## src/cau_pkg.sv

```systemverilog
package cau_pkg;

	localparam int OpW = 16;
	localparam int ResW = 24;
	localparam int CordicSteps = 21;
	localparam int QueueDepthDefault = 4;

	typedef enum logic [2:0] {
		ACT_ADD = 3'd0,
		ACT_SUB = 3'd1,
		ACT_MUL = 3'd2,
		ACT_DIV = 3'd3,
		ACT_EQ  = 3'd4,
		ACT_MAG = 3'd5,
		ACT_ANG = 3'd6,
		ACT_NOP = 3'd7
	} action_t;

	typedef struct packed {
		logic [2:0]         action;
		logic signed [15:0] a_re;
		logic signed [15:0] a_im;
		logic signed [15:0] b_re;
		logic signed [15:0] b_im;
	} cau_in_t;

	typedef struct packed {
		logic signed [23:0] res_re;
		logic signed [23:0] res_im;
		logic               equal;
		logic               div_zero;
		logic               saturated;
	} cau_out_t;

	// Classified item passed from the front part to the back part.
	typedef struct packed {
		cau_in_t item;
		logic    eq;
		logic    b_zero;
		logic    a_zero;
	} cau_cls_t;

	localparam int ResMax = 8388607;
	localparam int ResMin = -8388608;

	function automatic logic [22:0] atan_q16(input logic [4:0] i);
		logic [22:0] v;
		begin
			case (i)
				5'd0: v = 23'd2949120;
				5'd1: v = 23'd1740967;
				5'd2: v = 23'd919879;
				5'd3: v = 23'd466945;
				5'd4: v = 23'd234379;
				5'd5: v = 23'd117304;
				5'd6: v = 23'd58666;
				5'd7: v = 23'd29335;
				5'd8: v = 23'd14668;
				5'd9: v = 23'd7334;
				5'd10: v = 23'd3667;
				5'd11: v = 23'd1833;
				5'd12: v = 23'd917;
				5'd13: v = 23'd458;
				5'd14: v = 23'd229;
				5'd15: v = 23'd115;
				5'd16: v = 23'd57;
				5'd17: v = 23'd29;
				5'd18: v = 23'd14;
				5'd19: v = 23'd7;
				5'd20: v = 23'd4;
				default: v = 23'd0;
			endcase
			return v;
		end
	endfunction

	function automatic logic signed [23:0] sat24(input logic signed [47:0] v);
		logic signed [23:0] r;
		begin
			if (v > 48'sd8388607) r = 24'sh7FFFFF;
			else if (v < -48'sd8388608) r = 24'sh800000;
			else r = v[23:0];
			return r;
		end
	endfunction

	function automatic logic is_sat(input logic signed [47:0] v);
		return (v > 48'sd8388607) || (v < -48'sd8388608);
	endfunction

endpackage

```

## src/cau_queue.sv

```systemverilog
module cau_queue #(
	parameter int Depth = cau_pkg::QueueDepthDefault
) (
	input  logic              clk,
	input  logic              arst_n,
	input  logic              push,
	input  cau_pkg::cau_cls_t din,
	input  logic              pop,
	output logic              full,
	output logic              not_empty,
	output cau_pkg::cau_cls_t dout
);
	import cau_pkg::*;

	localparam int AW = (Depth > 1) ? $clog2(Depth) : 1;

	cau_cls_t            mem_q [Depth];
	logic [AW-1:0]       wp_q, rp_q;
	logic [AW:0]         cnt_q;

	assign full      = (cnt_q == (AW+1)'(Depth));
	assign not_empty = (cnt_q != '0);
	assign dout      = mem_q[rp_q];

	always_ff @(posedge clk or negedge arst_n) begin
		if (!arst_n) begin
			wp_q  <= '0;
			rp_q  <= '0;
			cnt_q <= '0;
		end else begin
			if (push) wp_q <= (wp_q == AW'(Depth - 1)) ? '0 : wp_q + 1'b1;
			if (pop)  rp_q <= (rp_q == AW'(Depth - 1)) ? '0 : rp_q + 1'b1;
			cnt_q <= cnt_q + (AW+1)'(push) - (AW+1)'(pop);
		end
	end

	always_ff @(posedge clk) begin
		if (push) mem_q[wp_q] <= din;
	end
endmodule

```

## config.mk

```make
export PLATFORM = sky130hd
export DESIGN_NAME = cau_queue
export DESIGN_NICKNAME = d
export VERILOG_FILES = /design/src/cau_pkg.sv /design/src/cau_queue.sv
export SDC_FILE = /design/constraint.sdc
export NUM_CORES = 1
export LEC_CHECK = 0
export BUFFER_PORTS_ARGS = -buffer_cell sky130_fd_sc_hd__buf_2
export CAP_MARGIN = 5
export CORE_ASPECT_RATIO = 0.8
export CORE_MARGIN = 8
export CORE_UTILIZATION = 45
export DETAILED_ROUTE_END_ITERATION = 16
export GPL_TIMING_DRIVEN = 0
export MAX_ROUTING_LAYER = met4
export PLACE_DENSITY = 0.72
export SYNTH_ARGS = -nofsm -noshare
export SYNTH_HDL_FRONTEND = slang
export SYNTH_SLANG_ARGS = --single-unit
```

## constraint.sdc

```tcl
create_clock -name clk -period 3.56 [get_ports clk]
set_clock_uncertainty 0.05 [all_clocks]
set_input_delay 0.534 -clock clk [delete_from_list [all_inputs] [get_ports clk]]
set_output_delay 0.534 -clock clk [all_outputs]
set_load 0.02 [all_outputs]
```

==> out/metrics.csv <==
metric,value,unit
launching element type of the critical path,flip-flop,
post-synthesis instance total,402,
area of the die,0.0287,mm2
synthesized area per cell,26.3,um2
global router's overall resource usage,0.139,
clock tree from TritonCTS,yes,
dominant cells by area after synthesis,"edfxtp_1, mux4_2, dfrtp_1",
die width,188,um
slew at the pin with the worst max-slew slack,0.568,ns
sequence of cells on the critical path,clkbuf_1 > buf_2 > mux4_2 > buf_2,
CTS H-Tree Depth,1,
insertion delay to the later sink of the worst-skew pair,0.53,ns
maximum count of clock buffers along a single path,3,
critical-path maximum fanout,10,
Worst R2R Start,wp_q[0]$_DFFE_PN0P_,
initial detailed-routing violation count,301,
count of unresolved DRC violations after routing,0,
outcome,"complete, no violations",
wire length of the first global-routing pass,30300,um
filler cell count in the final layout,1753,
vias in the first global route,5288,
number of post-CTS setup repair buffers,0,
placement row count,50,
number of antenna violations at the first check in global routing,2,
HP Class,in -> reg,
area of the core,0.0233,mm2
number of hold violations in the final report,0,
register clock-pin slew on the reported worst setup and hold paths,0.06,ns
Hold Buf Count CTS,1,
power density relative to cell area,854,mW/mm2
effective utilization at floorplan,0.455,
synthesized cell area,0.0106,mm2
"Slowest-stage cell, CP",clkbuf_1,
"FFs w/ async S/R, synth",0.0244,
Yosys top cell area share,0.794,
Detailed Route WL,19600,um
unrepaired setup endpoints after global routing,false,
fraction of final layout cells sized beyond drive strength 1,0.467,
net count after synthesis,484,
TritonCTS buffer count,28,
count of pins on the block boundary,146,
depth of the worst register-to-register path,4,
Seq. cell area,0.00858,mm2
max-slew headroom at the worst pin,0.621,
final period demand of the worst path,2.88,ns
number of nets in the layout,664,
HPWL Detailed,12800,um
"Setup violations, final",0,
"Distinct cells, synth",21,
GR Overflow Total,0,
"Top FF cell, synth",edfxtp_1,
Worst setup EP type,output pin,
DR vias/cell,5.22,
maximum number of pins on one net before global-route repair,39,
worst hold slack,0.166,ns
number of warning messages in the yosys log,0,
Leakage,4.42,nW
"slowest stage delay, CP",0.46,ns
sequential share of the synthesized area,0.810,
average detailed-routed wire length per instance,21.4,um
synth-to-layout area growth,20.7,%
total clock sinks,287,
achievable frequency,0.347,GHz
Vert. Die Dim,153,um
number of cells on the worst hold path,1,
count of vias placed by the detailed router,4792,
utilization after layout,0.549,
quantity of I/O buffers inserted on ports,145,
part of the cycle the worst path needs,0.810,
data arrival time of the critical path,2.30,ns
"EDFF count, synth",280,
dominant cell type by area after synthesis,edfxtp_1,
area of combinational cells with multiple inputs,0.00181,mm2
gpl congestion,0.717,
Critical Setup Path Class,reg -> out,
end point of the worst hold path,mem_q[3][63]$_DFFE_PP_,
top-count cell post-synth,edfxtp_1,
setup slack of the worst register-to-register path,1.64,ns
count of cells resized by post-cts repair,0,
origin of the worst min-delay path,din[63],
capture instance of the worst register-to-register path,mem_q[0][33]$_DFFE_PP_,
worst IR drop on VDD,0.556,mV
clk root buf,clkbuf_16,
Max-cap violations,0,
Synth Register Bits,287,
Post-DRT Antenna Nets,0,
max-slew violation count,0,
most instantiated cells after synthesis,"edfxtp_1, mux4_2",
most frequent cell on the critical path,buf_2,
number of iterations in the first detailed-routing pass,4,
required arrival time at the worst endpoint,2.98,ns
## power by group
| group | leakage (nW) | total, mW | internal, mW | switching (mW) |
|---|---|---|---|---|
| Clock | 0.468 | 3.01 | 1.83 | 1.18 |
| Sequential | 2.65 | 4.46 | 4.33 | 0.131 |
| Combinational | 1.29 | 3.45 | 1.47 | 1.98 |
## state kept, by name, summed over array words and instances, names as in the netlist
signal  cells
rp_q        2
mem_q     280
cnt_q       3
wp_q        2
## metal layers
metal  GRT usage  vias to the layer above  part of all wire
met5           -                        -                 0
met4      0.0270                        0             0.019
met3      0.0434                       32             0.077
met2       0.221                      169              0.48
met1       0.175                     2497              0.43
li1            -                     2094                 -
## worst max-delay path: cells and delay by family (launching register included)
family	cells	cell delay, ns
buffers and inverters	3	1.03
multiplexers	1	0.38
flip-flops	1	0.36
## cell type report
class,count,area share
sequential,287,0.671
multi-input combinational,93,0.141
clock buffer,40,0.0647
timing repair buffer,150,0.0638
tap,312,0.0305
buffer,16,0.0149
clock inverter,12,0.0112
inverter,6,0.00176
antenna,2,0.000392
## layout by cell type (no fill, tap or decap)
cell,n
and2_4,4
and3_1,1
buf_12,11
buf_2,152
buf_6,1
bufinv_16,3
clkbuf_1,6
clkbuf_16,29
clkbuf_8,6
clkinv_1,4
clkinv_2,1
clkinv_4,1
clkinvlp_4,2
dfrtp_1,7
diode_2,2
dlygate4sd3_1,1
edfxtp_1,280
fa_1,1
ha_1,7
inv_1,6
inv_6,1
mux2_2,2
mux4_1,2
mux4_2,68
nand2_1,1
nor2_1,1
o21ai_0,2
or3_1,1
or3b_2,1
xnor2_1,1
xor2_1,1
## through the flow
| step | setup TNS, ns | cell area, um2 | power, mW | setup WS (ns) | instances |
|---|---|---|---|---|---|
| floorplan | 0 | 10600 | 6.95 | 0.816 | 402 |
| global placement | -119.65 | 11700 | 7.98 | -0.438 | 859 |
| detailed placement | 0 | 11800 | 8.07 | 1.16 | 863 |
| CTS | 0 | 12800 | 11.1 | 0.575 | 916 |
| global route | 0 | 12800 | 11.4 | 0.512 | 918 |
| finish | 0 | 12800 | 10.9 | 0.676 | 918 |
## logic make-up after synthesis
group / Yosys count / synth area share
buffers and inverters: 22 / 0.0201
AND/OR/NAND/NOR: 9 / 0.00508
AO/OA/AOI/OAI: 2 / 0.000945
flip-flops: 287 / 0.810
multiplexers: 72 / 0.152
adder cells (fa/ha/maj): 8 / 0.0102
XOR/XNOR: 2 / 0.00165
## worst max-delay path by stage
| stage | startpoint | end | slack (ns) | cells after the start |
|---|---|---|---|---|
| floorplan | wp_q[0]$_DFFE_PN0P_ | mem_q[0][0]$_DFFE_PP_ | 0.82 | 3 |
| global placement | push | mem_q[0][37]$_DFFE_PP_ | -0.44 | 2 |
| detailed placement | rp_q[1]$_DFFE_PN0P_ | dout[42] | 1.16 | 4 |
| CTS | rp_q[1]$_DFFE_PN0P_ | dout[42] | 0.57 | 4 |
| global route | rp_q[1]$_DFFE_PN0P_ | dout[17] | 0.51 | 4 |
| finish | rp_q[1]$_DFFE_PN0P_ | dout[17] | 0.68 | 4 |
(Power assumes the default switching activity.)
