**src/cau_pkg.sv**
```systemverilog
package cau_pkg;

	localparam int OpW = 16;
	localparam int ResW = 24;
	localparam int CordicSteps = 21;
	localparam int QueueDepthDefault = 4;

	typedef enum logic [2:0] {
		ACT_ADD = 3'd0,
		ACT_SUB = 3'd1,
		ACT_MUL = 3'd2,
		ACT_DIV = 3'd3,
		ACT_EQ  = 3'd4,
		ACT_MAG = 3'd5,
		ACT_ANG = 3'd6,
		ACT_NOP = 3'd7
	} action_t;

	typedef struct packed {
		logic [2:0]         action;
		logic signed [15:0] a_re;
		logic signed [15:0] a_im;
		logic signed [15:0] b_re;
		logic signed [15:0] b_im;
	} cau_in_t;

	typedef struct packed {
		logic signed [23:0] res_re;
		logic signed [23:0] res_im;
		logic               equal;
		logic               div_zero;
		logic               saturated;
	} cau_out_t;

	// Classified item passed from the front part to the back part.
	typedef struct packed {
		cau_in_t item;
		logic    eq;
		logic    b_zero;
		logic    a_zero;
	} cau_cls_t;

	localparam int ResMax = 8388607;
	localparam int ResMin = -8388608;

	function automatic logic [22:0] atan_q16(input logic [4:0] i);
		logic [22:0] v;
		begin
			case (i)
				5'd0: v = 23'd2949120;
				5'd1: v = 23'd1740967;
				5'd2: v = 23'd919879;
				5'd3: v = 23'd466945;
				5'd4: v = 23'd234379;
				5'd5: v = 23'd117304;
				5'd6: v = 23'd58666;
				5'd7: v = 23'd29335;
				5'd8: v = 23'd14668;
				5'd9: v = 23'd7334;
				5'd10: v = 23'd3667;
				5'd11: v = 23'd1833;
				5'd12: v = 23'd917;
				5'd13: v = 23'd458;
				5'd14: v = 23'd229;
				5'd15: v = 23'd115;
				5'd16: v = 23'd57;
				5'd17: v = 23'd29;
				5'd18: v = 23'd14;
				5'd19: v = 23'd7;
				5'd20: v = 23'd4;
				default: v = 23'd0;
			endcase
			return v;
		end
	endfunction

	function automatic logic signed [23:0] sat24(input logic signed [47:0] v);
		logic signed [23:0] r;
		begin
			if (v > 48'sd8388607) r = 24'sh7FFFFF;
			else if (v < -48'sd8388608) r = 24'sh800000;
			else r = v[23:0];
			return r;
		end
	endfunction

	function automatic logic is_sat(input logic signed [47:0] v);
		return (v > 48'sd8388607) || (v < -48'sd8388608);
	endfunction

endpackage

```
**src/cau_front.sv**
```systemverilog
module cau_front (
	input  logic             clk,
	input  logic             arst_n,
	input  logic             start,
	input  cau_pkg::cau_in_t operands,
	input  logic             q_full,
	output logic             busy,
	output logic             push,
	output cau_pkg::cau_cls_t cls
);
	import cau_pkg::*;

	assign busy = q_full;
	assign push = start && !q_full;

	always_comb begin
		cls.item   = operands;
		cls.eq     = (operands.a_re == operands.b_re) && (operands.a_im == operands.b_im);
		cls.b_zero = (operands.b_re == '0) && (operands.b_im == '0);
		cls.a_zero = (operands.a_re == '0) && (operands.a_im == '0);
	end

	logic unused_clk;
	assign unused_clk = clk ^ arst_n;
endmodule

```
**config.mk**
```make
export PLATFORM = sky130hd
export DESIGN_NAME = cau_front
export DESIGN_NICKNAME = d
export VERILOG_FILES = /design/src/cau_pkg.sv /design/src/cau_front.sv
export SDC_FILE = /design/constraint.sdc
export NUM_CORES = 1
export LEC_CHECK = 0
export ABC_AREA = 1
export BUFFER_PORTS_ARGS = -buffer_cell sky130_fd_sc_hd__buf_2
export CAP_MARGIN = 20
export CELL_PAD_IN_SITES_DETAIL_PLACEMENT = 1
export CELL_PAD_IN_SITES_GLOBAL_PLACEMENT = 2
export CORE_ASPECT_RATIO = 2
export CORE_MARGIN = 1.5
export CORE_UTILIZATION = 15
export DETAILED_ROUTE_END_ITERATION = 8
export GPL_ROUTABILITY_DRIVEN = 0
export MAX_ROUTING_LAYER = met4
export PLACE_DENSITY = 0.85
export SYNTH_ARGS = -nofsm -noshare
export SYNTH_HDL_FRONTEND = slang
export SYNTH_SLANG_ARGS = --single-unit
```
**constraint.sdc**
```tcl
create_clock -name vclk -period 1.05
set_input_delay 0.105 -clock vclk [all_inputs]
set_output_delay 0.105 -clock vclk [all_outputs]
set_load 0.01 [all_outputs]
```
==> results of run 1 <==
final timing paths:
path | from | slack [ns] | end
worst min-delay path | operands[64] | 0.21 | cls[67]
worst max-delay path | operands[12] | -0.01 | cls[2]
metrics by stage:
stage               std cells  area, sq um
finish                    441         1790
global route              441         1790
CTS                       441         1720
detailed placement        441         1650
global placement          441         1650
floorplan                 272         1340
kinds of logic after synthesis:
| logic type | Yosys count | synth area share [%] |
|---|---|---|
| xor+xnor | 3 | 1.96 |
| simple gates | 146 | 44.6 |
| buf+inv | 123 | 53.4 |
routing by layer:
metal	share of wire, %	global-route usage, %	vias up
li1	-	-	872
met1	32	8.93	761
met2	63	22.6	66
met3	5.2	0.442	0
met4	0	0.107	0
met5	0	-	-
power groups by stage:
stage,Sequential [mW],Combinational [mW],Clock [mW]
after floorplan,0,0.446,0
after global placement,0,0.625,0
after detailed placement,0,0.640,0
after CTS,0,0.671,0
after global routing,0,0.767,0
final,0,0.682,0
layout by cell type (no fill, tap or decap):
cell type / count
sky130_fd_sc_hd__nor2_2: 9
sky130_fd_sc_hd__nand4_1: 7
sky130_fd_sc_hd__inv_1: 41
sky130_fd_sc_hd__buf_2: 118
sky130_fd_sc_hd__nor2_1: 25
sky130_fd_sc_hd__nand3_1: 4
sky130_fd_sc_hd__buf_6: 12
sky130_fd_sc_hd__nor4_1: 5
sky130_fd_sc_hd__nor4_2: 3
sky130_fd_sc_hd__nand2_2: 1
sky130_fd_sc_hd__buf_4: 7
sky130_fd_sc_hd__xor2_1: 3
sky130_fd_sc_hd__nor2_4: 1
sky130_fd_sc_hd__inv_2: 14
sky130_fd_sc_hd__or2_1: 1
sky130_fd_sc_hd__nor3_2: 1
sky130_fd_sc_hd__nand2_1: 89
timing repair:
item | CTS | global route
hold endpoints to repair | 0 | 0
resized for setup | 24 | 23
pin swaps | 9 | 15
setup endpoints to repair | 3 | 3
cell type report:
| class | count | area share (%) |
|---|---|---|
| inverters | 55 | 11.6 |
| multi-input cells | 149 | 37.9 |
| well taps | 100 | 7.00 |
| repair buffers | 137 | 43.6 |
==> reports/summary.md, run 1 <==
The run gives 0 as the DRC violations left. Averaged over all synthesized cells, the footprint is 4.94 sq um. Registers take 0 sq um. The share of the Yosys chip area taken by registers is 0%.

The multi-input gate area in the final layout was 677 sq um; the total setup buffers inserted after CTS was 0. The internal portion of total power was 0.303 mW; the average wire length per cell after detail routing was 11.4 um. Summed over its instances, the top area cell type makes up 38.0% of the synthesized netlist area. The share of the cycle needed by the critical path after routing was 101%.

The number of global-route vias before repair is 1,706, and the total of buffers placed on input and output ports is 135. Largest area contributor in the netlist: sky130_fd_sc_hd__buf_4. STA classifies the critical path startpoint as an input port. For the routed via count, the log shows 1,699. The switching power was 0.379 mW; the reported max-cap violation count was 0. For this block, the initial DRC count from the detailed router was 22. Maximum number of pins on one net before global-route repair: 5. In this run the worst hold path is classified as input port to primary output.

The critical path contains buffers and inverters numbering 2 combined. In the global route stage, overall resource usage came out at 9.88%. The number of endpoints with negative hold slack in the final report was 0. The die is 137 um tall.

After synthesis the cells add up to 1340 sq um. The worst hold path passes through 0 cells. The first global-routing pass estimated 7650 um of wire. The switching power share of the total came out at 55.6%.

In the routed layout, each cell is associated on average with a via count of 3.85. The number of I/O pins is 143. At the placement stage, the worst setup path has a slack of -0.104 ns. The minimum setup slack in the final design is -0.0136 ns, and the number of standard-cell rows in the floorplan is 48. Of the total power, the clock network draws 0%. STA puts the critical path data arrival time at 0.96 ns. The clock buffer count was 0; the maximum fanout along the worst path was 3. The number of flip-flops and latches came out at 0.

Setup repair after global routing could not meet its margin everywhere. Adding up every negative setup slack in the final design gives -0.0136 ns. The slowest cell on the critical path is sky130_fd_sc_hd__xor2_1.

After global routing the overflow that remains totals 0. The tools report the kind of end point of the critical path as a primary output. The routed design has 5010 um of wire.

Measured on the finished design, the core utilization comes to 20.7%. Kind of critical path: input port to primary output. The final-stage net count was 414; the area added between synthesis and finish was 33.1%. Final hold analysis gives a worst-case slack of 0.210 ns. The design draws 0.682 mW. The count of synthesis-stage warnings from yosys is 0, and the floorplan die area is 9560 sq um.

The netlist uses 11 different library cells. The most common cell in the synthesized netlist is sky130_fd_sc_hd__nand2_1. For this design the ratio of total power to cell area is 381 nW/um^2. In the post-synthesis netlist, the biggest area contributors are sky130_fd_sc_hd__buf_4, sky130_fd_sc_hd__nand2_1, sky130_fd_sc_hd__inv_1, sky130_fd_sc_hd__nor2_1, sky130_fd_sc_hd__nor4_1.

Once the floorplan was initialized, standard cells occupied 15.5% of the core. Synthesis produced a netlist with a net count of 343. Once detailed placement completed, the half-perimeter wirelength came to 4640 um. Data required time of the worst path: 0.94 ns. Synthesis produced a netlist whose cell count is 272. The logs give 3 for the first-pass detailed-route iteration total and 0% for the sequential share of power. From left edge to right edge, the die measures 69.9 um. On the critical path the largest part of the delay comes from simple AND/OR/NAND/NOR gates. The critical path runs through a total of 8 cells. Combinational cells account for 100.0% of the total power. The run finished, with violations left. The run gives 0 as the number of nets with antenna violations after detailed routing.

Walking the worst path, the cells encountered are buf_6 > xor2_1 > nor2_1 > nand2_1 > nor2_2 > nand2_1 > nor2_1 > buf_2. The minimum period implied by the final worst setup slack was 1.06 ns. The initial antenna violation count came out at 0. For this run, the slowest stage of the critical path takes 0.15 ns. The core area is 8650 sq um.

By count the netlist is led by sky130_fd_sc_hd__nand2_1, sky130_fd_sc_hd__buf_4, sky130_fd_sc_hd__inv_1. The worst pin sits at a relative slew slack of 79.1%. Setup-violating endpoint count in the final report: 1. Across the VDD grid, the largest voltage drop is 0.000102 V. The number of antenna diodes in the final layout is 0. Highest achievable clock rate: 940 MHz. The analysis attributes to cell leakage a power of 1.18 nW.

The final max-slew violation count is 0, and the number of filler cells placed in the layout is 1,200. In the final layout, the share of cells above drive strength 1 is 48.7%. For the pin with the worst max-slew slack, the measured transition is 0.310 ns. Number of buffers added to fix hold violations after cts: 0. The checks that failed: setup timing.
No activity file was read; power rests on OpenSTA's default activity.
==> inputs of run 2 (changes only) <==
- ABC_AREA: 1 -> default
- CORE_UTILIZATION: 15 -> 14
- PLACE_DENSITY: 0.85 -> 0.86
==> reports/summary.md, run 2 <==
The minimum period implied by the final worst setup slack was 1.23 ns (was 1.06 ns); the number of flip-flops and latches was 0 (unchanged). The share of the cycle needed by the critical path after routing works out to 117% (was 101%). Class of the tightest hold or removal check: input port to primary output (unchanged). The actual slew at the worst max-slew pin was 0.301 ns (was 0.310 ns). The tools report the area of the mapped netlist as 996 sq um (was 1340 sq um).

The layout cell share with drive strength beyond 1 was 79.9% (was 48.7%); the worst IR drop on VDD was 0.000116 V (was 0.000102 V). The overall fraction of global-route tracks in use is 12.2% (was 9.88%). The first-pass detailed-route iteration total was 2 (was 3); the number of endpoints with negative hold slack in the final report was 0 (unchanged). The kind of cell adding the most delay to the critical path was simple AND/OR/NAND/NOR gates (unchanged).

The kind of launch point of the worst setup path was an input port (unchanged). The portion of synthesized cell area occupied by the leading cell type was 51.3% (was 38.0%); the synthesized instance count was 134 (was 272). Setup repair after global routing could not meet its margin everywhere. The detailed router's first-iteration violation count was 10 (was 22); the total of buffers placed on input and output ports was 135 (unchanged). Leading cell type in the layout, fill and taps excluded: sky130_fd_sc_hd__buf_2 (unchanged).

The area taken by flip-flops and latches was 0 sq um (unchanged); the final-stage net count was 302 (was 414). Counting stages on the worst path, the most repeated cell is sky130_fd_sc_hd__buf_2. The logs give 143 (unchanged) for the number of I/O pins and 43 (was 48) for the number of standard-cell rows in the floorplan. Most frequent cell after synthesis: sky130_fd_sc_hd__buf_4 (was sky130_fd_sc_hd__nand2_1). The run gives 0 (unchanged) as the count of synthesis-stage warnings from yosys.

The tools report the reported max-cap violation count as 0 (unchanged). The floorplan die height was 122 um (was 137 um); the maximum number of pins on one net before global-route repair was 4 (was 5). Violated checks: setup timing (unchanged). Total setup buffers inserted after CTS: 0 (unchanged). Most frequent cells in the layout: sky130_fd_sc_hd__buf_2, sky130_fd_sc_hd__xor2_1, sky130_fd_sc_hd__buf_6 (was sky130_fd_sc_hd__buf_2, sky130_fd_sc_hd__nand2_1, sky130_fd_sc_hd__inv_1).

Largest incremental delay on the critical path: 0.32 ns (was 0.15 ns). Slowest cell on the critical path: sky130_fd_sc_hd__nor4_1 (was sky130_fd_sc_hd__xor2_1). The tools report the floorplan die area as 7660 sq um (was 9560 sq um).

The multiplexer area fraction after synthesis came out at 0% (unchanged). The average wire length per cell after detail routing is 15.4 um (was 11.4 um), and the half-perimeter wire length after placement is 4470 um (was 4640 um). Minimum setup slack in the final design: -0.176 ns (was -0.0136 ns). The fraction of the mapped netlist area in compound gates works out to 0% (unchanged). The run gives 0.94 ns (about the same) as the data required time of the worst path. The tools report the kind of end point of the critical path as a primary output (unchanged). The number of antenna cells inserted was 0 (unchanged); the floorplan die width was 62.6 um (was 69.9 um).

Largest family of logic cells by synthesized area: buffers and inverters (unchanged). The area added between synthesis and finish works out to 88.6% (was 33.1%). The tools report the clock buffer count as 0 (unchanged). The tools report the highest achievable clock rate as 816 MHz (was 940 MHz). The synthesized area divided by synthesized cell count is 7.43 sq um (was 4.94 sq um).

The via-per-instance ratio was 3.83 (was 3.85); the power per unit of standard cell area was 413 nW/um^2 (was 381 nW/um^2). The final global-route overflow total was 0 (unchanged); the initial antenna violation count was 0 (unchanged). Top cells by instance count after synthesis: sky130_fd_sc_hd__buf_4, sky130_fd_sc_hd__xor2_1, sky130_fd_sc_hd__nor4_1 (was sky130_fd_sc_hd__nand2_1, sky130_fd_sc_hd__buf_4, sky130_fd_sc_hd__inv_1). For the number of buffers added to fix hold violations after cts, the log shows 0 (unchanged). The tools report the routed via count as 1,221 (was 1,699). Xor and xnor fraction of the mapped netlist area: 28.1% (was 1.96%). The number of nets with antenna violations after detailed routing came out at 0 (unchanged). Fraction of the mapped netlist area in simple logic gates: 20.6% (was 44.6%). The logs give 6890 sq um (was 8650 sq um) for the core area and 205 (was 343) for the post-synthesis net count. The maximum fanout along the worst path came out at 3 (unchanged). The count of cell types in the netlist came out at 6 (was 11). List of cells traversed by the critical path: buf_2 > xor2_1 > nor4_1 > nand4_1 > nor2_1 > buf_2 (was buf_6 > xor2_1 > nor2_1 > nand2_1 > nor2_2 > nand2_1 > nor2_1 > buf_2). The run gives 1.12 ns (was 0.96 ns) as the critical path arrival. The setup-violating endpoint count in the final report is 3 (was 1), and the cell area after layout is 1880 sq um (was 1790 sq um). The arithmetic-cell share of the synthesized area counting full adders, half adders and majority gates was 0% (unchanged); the starting density of the core was 14.5% (was 15.5%). The portion of the post-synthesis area used by sequential elements was 0% (unchanged); the worst max-slew margin expressed relative to the limit was 79.7% (was 79.1%).

The first-pass GRT wire length came out at 7180 um (was 7650 um). The total cell area at the placement stage was 1480 sq um (was 1650 sq um); the number of filler cells placed in the layout was 897 (was 1,200). The multi-input gate area in the final layout is 743 sq um (was 677 sq um). The final max-slew violation count was 0 (unchanged).

The leakage power of the design was 0.906 nW (was 1.18 nW). The wire length after detailed routing came out at 4900 um (was 5010 um). The largest area contributor in the netlist is sky130_fd_sc_hd__buf_4 (unchanged).

The DRC violations left came out at 0 (unchanged). The number of global-route vias before repair came out at 1,374 (was 1,706). Kind of critical path: input port to primary output (unchanged). Leading post-synthesis cells by cell area: sky130_fd_sc_hd__buf_4, sky130_fd_sc_hd__xor2_1, sky130_fd_sc_hd__nor4_1, sky130_fd_sc_hd__nand4_1, sky130_fd_sc_hd__nor2_1 (was sky130_fd_sc_hd__buf_4, sky130_fd_sc_hd__nand2_1, sky130_fd_sc_hd__inv_1, sky130_fd_sc_hd__nor2_1, sky130_fd_sc_hd__nor4_1). The worst path buffer plus inverter count was 2 (unchanged); the worst slack at placement was -0.236 ns (was -0.104 ns).

The run finished, with violations left.
run 2: changes by cell type after synthesis, sizes merged, moves of 4 or more:
cell | previous run | this run
xor2 | 3 | 32
nand3 | 4 | 0
inv | 55 | 0
nor2 | 35 | 3
nor4 | 8 | 24
nand2 | 90 | 0
run 2: cell type report:
class / count / share of cell area (%)
Tap cell: 90 / 6.00
Timing Repair Buffer: 163 / 54.4
Multi-Input combinational cell: 66 / 39.6
run 2: per-stage QoR:
step | hold slack, ns | util, % | instances | total power [mW] | TNS (ns)
global route | 0.210 | 27.3 | 319 | 0.834 | -0.526
finish | 0.210 | 27.3 | 319 | 0.775 | -0.195
detailed placement | 0.210 | 21.5 | 319 | 0.638 | -0.514
CTS | 0.210 | 23.7 | 319 | 0.697 | -0.336
floorplan | 0.256 | - | 134 | 0.367 | 0
global placement | 0.210 | 21.5 | 319 | 0.637 | -0.471
run 2: power breakdown:
| group | internal, mW | switching, mW |
|---|---|---|
| clock network | 0 | 0 |
| registers | 0 | 0 |
| logic | 0.375 | 0.401 |
| total | 0.375 | 0.401 |
run 2: worst paths after layout:
check,start,endpoint,slack (ns),depth (start not counted)
max,operands[57],cls[2],-0.18,6
min,operands[64],cls[67],0.21,0
run 2: cell families after synthesis:
logic type,Yosys count
buf+inv,68
simple gates,34
xor+xnor,32
run 2: what timing repair did:
action	in CTS	in global routing
setup endpoints to repair	3	3
endpoints found under the hold margin	0	0
gates resized for setup	26	46
cloned	0	0
pin swaps	9	16
run 2: routing by layer:
layer,track usage (%),up-vias,wire (um)
met5,-,-,0
met3,1.19,0,301
met4,0,0,0
li1,-,587,-
met2,27.2,74,3080
met1,11.5,560,1520
